--- src/rtl/rf433_pkg.sv ---
`timescale 1ns / 1ps
// ----------------------------------------------------------------------------
// rf433_pkg
// Widths, codes and reset values shared by the tri-state code decoder.
// ----------------------------------------------------------------------------
package rf433_pkg;

  localparam int PULSE_W = 16;
  localparam int CFG_W   = 16;
  localparam int CNT_W   = 6;
  localparam int CODE_W  = 24;
  localparam int CHAN_N  = 5;

  localparam logic [CNT_W-1:0] FRAME_LEN = 6'd49;
  localparam logic [CNT_W-1:0] COUNT_MAX = 6'd63;
  localparam logic [CNT_W-1:0] LAST_IDX  = 6'd48;

  // configuration register indexes
  typedef enum logic [1:0] {
    CFG_SYNC_MIN  = 2'd0,
    CFG_SYNC_MAX  = 2'd1,
    CFG_LONG_THR  = 2'd2,
    CFG_UNUSED    = 2'd3
  } cfg_idx_t;

  localparam logic [CFG_W-1:0] SYNC_MIN_RST = 16'd9331;
  localparam logic [CFG_W-1:0] SYNC_MAX_RST = 16'd12399;
  localparam logic [CFG_W-1:0] LONG_THR_RST = 16'd700;

  typedef enum logic [2:0] {
    ST_OK          = 3'd0,
    ST_BAD_LENGTH  = 3'd1,
    ST_BAD_SYNC    = 3'd2,
    ST_BAD_SYMBOL  = 3'd3,
    ST_BAD_CHANNEL = 3'd4,
    ST_BAD_BUTTON  = 3'd5,
    ST_BAD_POWER   = 3'd6
  } status_t;

  // button patterns, ten code bits
  localparam logic [9:0] BTN_A = 10'b0001010101;
  localparam logic [9:0] BTN_B = 10'b0100010101;
  localparam logic [9:0] BTN_C = 10'b0101000101;
  localparam logic [9:0] BTN_D = 10'b0101010001;
  localparam logic [9:0] BTN_E = 10'b0101010100;

  localparam logic [2:0] BTN_IDX_A = 3'd0;
  localparam logic [2:0] BTN_IDX_B = 3'd1;
  localparam logic [2:0] BTN_IDX_C = 3'd2;
  localparam logic [2:0] BTN_IDX_D = 3'd3;
  localparam logic [2:0] BTN_IDX_E = 3'd4;

  localparam logic [3:0] PWR_ON  = 4'b0001;
  localparam logic [3:0] PWR_OFF = 4'b0100;

  localparam logic [1:0] PAIR_TRUE  = 2'b00;
  localparam logic [1:0] PAIR_FALSE = 2'b01;

  typedef struct packed {
    status_t           status;
    logic [CHAN_N-1:0] channel_bits;
    logic [2:0]        button;
    logic              power_on;
  } result_t;

endpackage

--- src/rtl/rf433_if.sv ---
`timescale 1ns / 1ps
// ----------------------------------------------------------------------------
// rf433 channel interfaces
// Valid/ready channels for pulse beats in and decoded frame results out.
// ----------------------------------------------------------------------------
interface rf433_in_if;
  logic                           valid;
  logic                           ready;
  logic [rf433_pkg::PULSE_W-1:0]  pulse_us;
  logic                           frame_end;

  modport source (output valid, output pulse_us, output frame_end, input ready);
  modport sink   (input valid, input pulse_us, input frame_end, output ready);
endinterface

interface rf433_out_if;
  logic                           valid;
  logic                           ready;
  logic [2:0]                     status;
  logic [rf433_pkg::CHAN_N-1:0]   channel_bits;
  logic [2:0]                     button;
  logic                           power_on;

  modport source (output valid, output status, output channel_bits, output button,
                  output power_on, input ready);
  modport sink   (input valid, input status, input channel_bits, input button,
                  input power_on, output ready);
endinterface

--- src/rtl/rf433_tristate_code_decoder_core.sv ---
`timescale 1ns / 1ps
// ----------------------------------------------------------------------------
// rf433_tristate_code_decoder_core
// Decodes a tri-state remote frame from a stream of pulse durations. One
// pulse beat is taken every cycle while in_ch.ready is high; the beat
// marked frame_end yields a result beat (status, channel bits, button,
// power) in the result register, or in the skid register while that waits.
// The rate is set by the per-beat frame state update, a single register
// stage; a two-deep output buffer (result register plus skid register) lets
// input flow while a result waits; input stalls only when both hold results.
// ----------------------------------------------------------------------------
module rf433_tristate_code_decoder_core (
  input  logic                          clk,
  input  logic                          rst_n,
  rf433_in_if.sink                      in_ch,
  rf433_out_if.source                   out_ch,
  input  logic                          cfg_we,
  input  logic [1:0]                    cfg_index,
  input  logic [rf433_pkg::CFG_W-1:0]   cfg_wdata
);

  // configuration
  logic [rf433_pkg::CFG_W-1:0] sync_min_r, sync_max_r, long_thr_r;

  always_ff @(posedge clk) begin
    if (!rst_n) begin
      sync_min_r <= rf433_pkg::SYNC_MIN_RST;
      sync_max_r <= rf433_pkg::SYNC_MAX_RST;
      long_thr_r <= rf433_pkg::LONG_THR_RST;
    end else if (cfg_we) begin
      unique case (rf433_pkg::cfg_idx_t'(cfg_index))
        rf433_pkg::CFG_SYNC_MIN: sync_min_r <= cfg_wdata;
        rf433_pkg::CFG_SYNC_MAX: sync_max_r <= cfg_wdata;
        rf433_pkg::CFG_LONG_THR: long_thr_r <= cfg_wdata;
        default: ;
      endcase
    end
  end

  // frame state
  logic [rf433_pkg::CNT_W-1:0]  count_r, count_nxt;
  logic                         sync_ok_r, sync_ok_nxt;
  logic                         first_long_r, first_long_nxt;
  logic                         sym_err_r, sym_err_nxt;
  logic [rf433_pkg::CODE_W-1:0] code_r, code_nxt;

  logic accept;
  logic skid_v_r;
  logic out_v_r;
  rf433_pkg::result_t out_r, skid_r, res;

  assign in_ch.ready = !skid_v_r;
  assign accept      = in_ch.valid && in_ch.ready;

  logic idx_first, idx_in_frame, idx_odd;
  logic second_long;

  always_comb begin
    idx_first    = (count_r == '0);
    idx_in_frame = (count_r <= rf433_pkg::LAST_IDX) && !idx_first;
    idx_odd      = count_r[0];
    second_long  = (in_ch.pulse_us >= long_thr_r);

    sync_ok_nxt    = sync_ok_r;
    first_long_nxt = first_long_r;
    sym_err_nxt    = sym_err_r;
    code_nxt       = code_r;
    if (idx_first) begin
      sync_ok_nxt = (in_ch.pulse_us >= sync_min_r) && (in_ch.pulse_us <= sync_max_r);
    end else if (idx_in_frame) begin
      if (idx_odd) begin
        first_long_nxt = (in_ch.pulse_us > long_thr_r);
      end else begin
        if (first_long_r == second_long) begin
          sym_err_nxt = 1'b1;
        end
        code_nxt = {code_r[rf433_pkg::CODE_W-2:0], first_long_r};
      end
    end
    count_nxt = (count_r == rf433_pkg::COUNT_MAX) ? count_r
                                                  : count_r + rf433_pkg::CNT_W'(1);
  end

  // decode of the frame as it stands after this beat
  logic [rf433_pkg::CHAN_N-1:0] chans;
  logic                         chan_bad;
  logic [2:0]                   btn_idx;
  logic                         btn_bad;
  logic [1:0]                   pair;

  always_comb begin
    chans    = '0;
    chan_bad = 1'b0;
    for (int k = 0; k < rf433_pkg::CHAN_N; k++) begin
      pair = code_nxt[rf433_pkg::CODE_W-1-2*k -: 2];
      if (pair == rf433_pkg::PAIR_TRUE) begin
        chans[k] = 1'b1;
      end else if (pair != rf433_pkg::PAIR_FALSE) begin
        chan_bad = 1'b1;
      end
    end

    btn_bad = 1'b0;
    unique case (code_nxt[13:4])
      rf433_pkg::BTN_A: btn_idx = rf433_pkg::BTN_IDX_A;
      rf433_pkg::BTN_B: btn_idx = rf433_pkg::BTN_IDX_B;
      rf433_pkg::BTN_C: btn_idx = rf433_pkg::BTN_IDX_C;
      rf433_pkg::BTN_D: btn_idx = rf433_pkg::BTN_IDX_D;
      rf433_pkg::BTN_E: btn_idx = rf433_pkg::BTN_IDX_E;
      default: begin
        btn_idx = rf433_pkg::BTN_IDX_A;
        btn_bad = 1'b1;
      end
    endcase

    res = '0;
    priority if (count_nxt != rf433_pkg::FRAME_LEN) begin
      res.status = rf433_pkg::ST_BAD_LENGTH;
    end else if (!sync_ok_nxt) begin
      res.status = rf433_pkg::ST_BAD_SYNC;
    end else if (sym_err_nxt) begin
      res.status = rf433_pkg::ST_BAD_SYMBOL;
    end else if (chan_bad) begin
      res.status = rf433_pkg::ST_BAD_CHANNEL;
    end else if (btn_bad) begin
      res.status = rf433_pkg::ST_BAD_BUTTON;
    end else if (code_nxt[3:0] == rf433_pkg::PWR_ON) begin
      res.status       = rf433_pkg::ST_OK;
      res.channel_bits = chans;
      res.button       = btn_idx;
      res.power_on     = 1'b1;
    end else if (code_nxt[3:0] == rf433_pkg::PWR_OFF) begin
      res.status       = rf433_pkg::ST_OK;
      res.channel_bits = chans;
      res.button       = btn_idx;
    end else begin
      res.status = rf433_pkg::ST_BAD_POWER;
    end
  end

  always_ff @(posedge clk) begin
    if (!rst_n) begin
      count_r      <= '0;
      sync_ok_r    <= 1'b0;
      first_long_r <= 1'b0;
      sym_err_r    <= 1'b0;
      code_r       <= '0;
    end else if (accept) begin
      if (in_ch.frame_end) begin
        count_r      <= '0;
        sync_ok_r    <= 1'b0;
        first_long_r <= 1'b0;
        sym_err_r    <= 1'b0;
        code_r       <= '0;
      end else begin
        count_r      <= count_nxt;
        sync_ok_r    <= sync_ok_nxt;
        first_long_r <= first_long_nxt;
        sym_err_r    <= sym_err_nxt;
        code_r       <= code_nxt;
      end
    end
  end

  // output register with skid
  logic res_v, out_fire, out_free;
  assign res_v    = accept && in_ch.frame_end;
  assign out_fire = out_v_r && out_ch.ready;
  assign out_free = !out_v_r || out_fire;

  always_ff @(posedge clk) begin
    if (!rst_n) begin
      out_v_r  <= 1'b0;
      skid_v_r <= 1'b0;
    end else if (out_free) begin
      out_v_r  <= skid_v_r || res_v;
      skid_v_r <= skid_v_r && res_v;
    end else if (res_v) begin
      skid_v_r <= 1'b1;
    end
  end

  always_ff @(posedge clk) begin
    if (out_free) begin
      out_r <= skid_v_r ? skid_r : res;
      if (skid_v_r && res_v) begin
        skid_r <= res;
      end
    end else if (res_v) begin
      skid_r <= res;
    end
  end

  assign out_ch.valid        = out_v_r;
  assign out_ch.status       = out_r.status;
  assign out_ch.channel_bits = out_r.channel_bits;
  assign out_ch.button       = out_r.button;
  assign out_ch.power_on     = out_r.power_on;

  // checks
  a_skid_behind_out: assert property (@(posedge clk) disable iff (!rst_n)
    skid_v_r |-> out_v_r)
    else $error("skid holds a beat while output register is empty");

  a_error_fields_zero: assert property (@(posedge clk) disable iff (!rst_n)
    (out_v_r && out_r.status != rf433_pkg::ST_OK) |->
      (out_r.channel_bits == '0 && out_r.button == '0 && !out_r.power_on))
    else $error("error result carries nonzero fields");

  a_frame_cleared: assert property (@(posedge clk) disable iff (!rst_n)
    (accept && in_ch.frame_end) |=> (count_r == '0 && code_r == '0 && !sym_err_r))
    else $error("frame state not cleared after frame end");

endmodule
--- src/flat_wrapper.sv ---
// flat-port wrapper written by rule: the top's interface ports become plain ports
module rf433_tristate_code_decoder_core_flat 
  (clk, rst_n, cfg_we, cfg_index, cfg_wdata, in_ch_valid, in_ch_pulse_us, in_ch_frame_end, in_ch_ready, out_ch_valid, out_ch_status, out_ch_channel_bits, out_ch_button, out_ch_power_on, out_ch_ready);
  rf433_in_if in_ch_i ();
  rf433_out_if out_ch_i ();
  input  logic clk;
  input  logic rst_n;
  input  logic cfg_we;
  input  logic [1:0] cfg_index;
  input  logic [rf433_pkg::CFG_W-1:0] cfg_wdata;
  input wire logic [$bits(in_ch_i.valid)-1:0] in_ch_valid;
  input wire logic [$bits(in_ch_i.pulse_us)-1:0] in_ch_pulse_us;
  input wire logic [$bits(in_ch_i.frame_end)-1:0] in_ch_frame_end;
  output wire logic [$bits(in_ch_i.ready)-1:0] in_ch_ready;
  output wire logic [$bits(out_ch_i.valid)-1:0] out_ch_valid;
  output wire logic [$bits(out_ch_i.status)-1:0] out_ch_status;
  output wire logic [$bits(out_ch_i.channel_bits)-1:0] out_ch_channel_bits;
  output wire logic [$bits(out_ch_i.button)-1:0] out_ch_button;
  output wire logic [$bits(out_ch_i.power_on)-1:0] out_ch_power_on;
  input wire logic [$bits(out_ch_i.ready)-1:0] out_ch_ready;
  assign in_ch_i.valid = in_ch_valid;
  assign in_ch_i.pulse_us = in_ch_pulse_us;
  assign in_ch_i.frame_end = in_ch_frame_end;
  assign in_ch_ready = in_ch_i.ready;
  assign out_ch_valid = out_ch_i.valid;
  assign out_ch_status = out_ch_i.status;
  assign out_ch_channel_bits = out_ch_i.channel_bits;
  assign out_ch_button = out_ch_i.button;
  assign out_ch_power_on = out_ch_i.power_on;
  assign out_ch_i.ready = out_ch_ready;
  rf433_tristate_code_decoder_core u_core (.clk(clk), .rst_n(rst_n), .in_ch(in_ch_i), .out_ch(out_ch_i), .cfg_we(cfg_we), .cfg_index(cfg_index), .cfg_wdata(cfg_wdata));
endmodule
--- config.mk ---
export PLATFORM = sky130hd
export DESIGN_NAME = rf433_tristate_code_decoder_core_flat
export DESIGN_NICKNAME = d
export VERILOG_FILES = /design/src/rtl/rf433_pkg.sv /design/src/rtl/rf433_if.sv /design/src/rtl/rf433_tristate_code_decoder_core.sv /design/src/flat_wrapper.sv
export SDC_FILE = /design/constraint.sdc
export NUM_CORES = 1
export LEC_CHECK = 0
export ABC_AREA = 0
export BUFFER_PORTS_ARGS = -buffer_cell sky130_fd_sc_hd__buf_2
export CORE_UTILIZATION = 40
export CTS_CLUSTER_DIAMETER = 60
export DETAILED_ROUTE_END_ITERATION = 6
export PLACE_DENSITY = 0.57
export REMOVE_ABC_BUFFERS = 1
export SLEW_MARGIN = 5
export SYNTH_ARGS = -nofsm -noshare
export SYNTH_HDL_FRONTEND = slang
export SYNTH_SLANG_ARGS = --single-unit
--- constraint.sdc ---
create_clock -name clk -period 3.1 [get_ports clk]
set_input_delay 0.31 -clock clk [delete_from_list [all_inputs] [get_ports clk]]
set_output_delay 0.31 -clock clk [all_outputs]
set_load 0.05 [all_outputs]
==> metrics.cfg <==
[yosys]
postSynthAreaPerCell_sq_um=8.80
yosysSeqAreaShare_pct=39.7
syn_inst=682
synth_area_sq_um=6000
postSynth.asyncResetShare_pct=0
ys.flop_type=dfxtp_1
synth_edf_count=24
synth_warnings=0
synth_seq_cells=107
ys_types=68

[clock_tree]
h-tree-depth=3
cts_repair_resize_count=0
cts-root-buf=clkbuf_16
cts_tree=built
postCtsHoldBufs=0
clock_path_buffers=2
clock-sinks=107
cts_made_buffers=9
clk_pin_slew_ns=0.07
clock_latency_ns=0.35
cts_setup_buffers=0

[floorplanning]
io_pins=54
core_area_sq_um=14600
die_y_um=125
die_w_um=125
initial_utilization_pct=41.1
fp-row-count=44
die_area_sq_um=15500

[global_route]
grt_start_max_net_pins=65
grtUsageMet2_pct=29.9
globalRoute.totalOverflow=0
met1_usage_pct=23.5
grt_busiest_layer=met2
use_met3_pct=3.65
antenna_found_initial=1
grt_pass1_wl_um=22700
grt_pass1_vias=4642
track_usage_pct=18.0

[placed_design]
dp_cells=896
dp_hpwl_um=9880
port-buffer-count=53
gp_congestion=0.850

[run_status]
status=completed

[critical_path]
reg2reg_from=u_core.long_thr_r[15]
r2r_end=u_core.out_ch.channel_bits[1]
criticalPathCategory=reg2reg
setup.worst_path.start_class=register
cp.arrival_ns=3.02
ff2ff_path_depth=10
r2r_setup_slack_ns=0.26
crit_start=u_core.long_thr_r[15]
cp_data_required_time_ns=3.28
path_max_fanout=16
cp-endpoint=u_core.out_ch.channel_bits[1]
endpoint_kind=register

[final_layout]
drive_gt1_share_pct=14.8
antenna_cells=0
fin_cells=912
fill_cells=1428
nets=813
syn2layout_area_growth_pct=12.1

[route]
drc=0
postRouteAntennaNets=0
post_drt_wl_per_cell_um=14.8
vias_per_cell=5.30
drtPass1Iterations=5
via_count=4834
routed_wl_um=13500
drtIter0Drc=246

[timing]
finalSetupViolCount=0
worst_slew_pin_slew_ns=1.06
hold_viol=0
fin_crit_sh_pct=91.8
tns_ns=0
slew_viol_final=0
min_period_ns=2.84
fin_worst_skew_ns=0.00792
max_slew_margin_pct=29.1
max_freq_mhz=351
grt_setup_unrepaired=false

[pwr]
power.leakage_nw=2.65
power.density_nw_per_um2=449
max-vdd-ir-drop_mv=0.267

[worst_hold_path]
holdCritPathClass=in2reg

[flow_run]
drv_cap=0

kinds of logic (layout without fill, tap and decap cells):
family | Yosys count | count (layout) | share of synthesized area [%]
AOI/OAI and AO/OA | 167 | 167 | 20.3
xor gates and xnor gates | 6 | 6 | 0.875
adders and majority gates | 50 | 50 | 10.4
buffers and inverters | 90 | 136 | 6.86
DFF | 107 | 107 | 39.7
muxes | 3 | 3 | 0.584
and+or+nand+nor | 259 | 259 | 21.3
how the worst min path moves through the flow:
stage | startpoint | to | slack [ns] | cells after the start
floorplan | rst_n | u_core.sync_max_r[0] | 0.38 | 1
global placement | u_core.sync_min_r[0] | u_core.sync_min_r[0] | 0.46 | 2
detailed placement | u_core.sync_max_r[9] | u_core.sync_max_r[9] | 0.46 | 2
CTS | cfg_wdata[0] | u_core.sync_min_r[0] | 0.20 | 3
global route | cfg_wdata[0] | u_core.sync_max_r[0] | 0.21 | 3
finish | cfg_wdata[0] | u_core.sync_max_r[0] | 0.21 | 3
metrics by stage:
step | power (W) | util (%) | hold slack, ns | setup WS, ns | area [sq um]
finish | 0.00302 | 46.1 | 0.213 | 0.255 | 6730
global route | 0.00316 | 46.1 | 0.207 | 0.0435 | 6730
CTS | 0.00306 | 46.1 | 0.199 | 0.0867 | 6720
detailed placement | 0.00185 | 44.0 | 0.462 | 0.0205 | 6410
global placement | 0.00184 | 44.0 | 0.456 | 0.130 | 6410
floorplan | 0.00171 | - | 0.382 | 0.252 | 5790
worst max-delay path, stage by stage (launching register included):
cell and delay (ns):
dfxtp_1 0.33, inv_1 0.05, ha_1 0.31, nand4_2 0.14, nor2_1 0.06, a311o_1 0.38
a2111o_1 0.47, nor4b_4 0.41, o211ai_4 0.11, buf_12 0.16, o31ai_1 0.22
layout make-up:
| cell class | count | area [sq um] | share of cell area [%] |
|---|---|---|---|
| multi-input combinational | 485 | 3230 | 47.9 |
| clock buffer | 10 | 239 | 3.55 |
| sequential | 107 | 2380 | 35.4 |
| inverter | 53 | 199 | 2.96 |
| timing repair buffer | 67 | 383 | 5.69 |
| clock inverter | 6 | 70.1 | 1.04 |
| tap | 184 | 230 | 3.42 |
per-layer routing:
layer  vias up  part of all wire [%]
li1       2485                     -
met1      2258                    49
met2        84                    46
met3         7                   3.7
met4         0                  0.91
met5         -                     0
where the power goes:
group / leakage [nW] / switching [W] / internal, W / total [W]
combinational: 1.59 / 0.000219 / 0.000135 / 0.000354
sequential: 0.901 / 0.0000139 / 0.00145 / 0.00147
clock: 0.154 / 0.000539 / 0.000658 / 0.00120
total: 2.65 / 0.000772 / 0.00225 / 0.00302
cells in the final DEF, fill, tap and decap left out, types with 4 or more instances in the layout:
cell type,n
buf_2,53
a211oi_1,7
clkbuf_16,9
a21boi_0,29
ha_1,50
edfxtp_1,24
inv_1,53
nand3b_1,8
nor2b_1,30
xor2_1,4
nor3b_1,6
o31ai_1,8
a21o_1,4
a22oi_1,26
buf_4,13
o211ai_1,25
a31oi_1,4
nor2_1,41
or4_1,4
nand2_1,120
dfxtp_1,83
nand4_1,7
o21ai_0,15
a21oi_1,21
nand3_1,14
sequential cells by signal, summed over array words and instances (netlist names):
register                    flops
u_core.code_r                  24
u_core.count_r                  6
u_core.first_long_r             1
u_core.long_thr_r              16
u_core.out_ch.button            3
u_core.out_ch.channel_bits      5
u_core.out_ch.power_on          1
u_core.out_ch.status            3
u_core.out_ch.valid             1
u_core.skid_r                  12
u_core.skid_v_r                 1
u_core.sym_err_r                1
u_core.sync_max_r              16
u_core.sync_min_r              16
u_core.sync_ok_r                1
cell usage after synthesis, drive strengths merged (3+ instances only):
master  number  area (sq um)
or4          4          30.0
and3         3          21.3
nand2b       3          18.8
xor2         4          35.0
ha          50           626
nor3         4          20.0
and2         3          18.8
nor2b       30           188
dfxtp       83          1660
a21boi      31           240
nand3b       8          60.1
buf         11          85.1
nor2        42           160
a21oi       22           114
clkbuf      26           128
nand3       14          70.1
nor4b        3          41.3
o211ai      26           209
nand2      120           450
a21o         4          30.0
nor3b        8          65.1
o221a        3          33.8
a211oi       7          52.6
edfxtp      24           721
inv         53           199
nand4        8          56.3
o21ai       17          85.1
a22oi       26           195
a31oi        4          25.0
o31ai       10          85.1
Note: power is estimated with default switching activity, not from simulation.
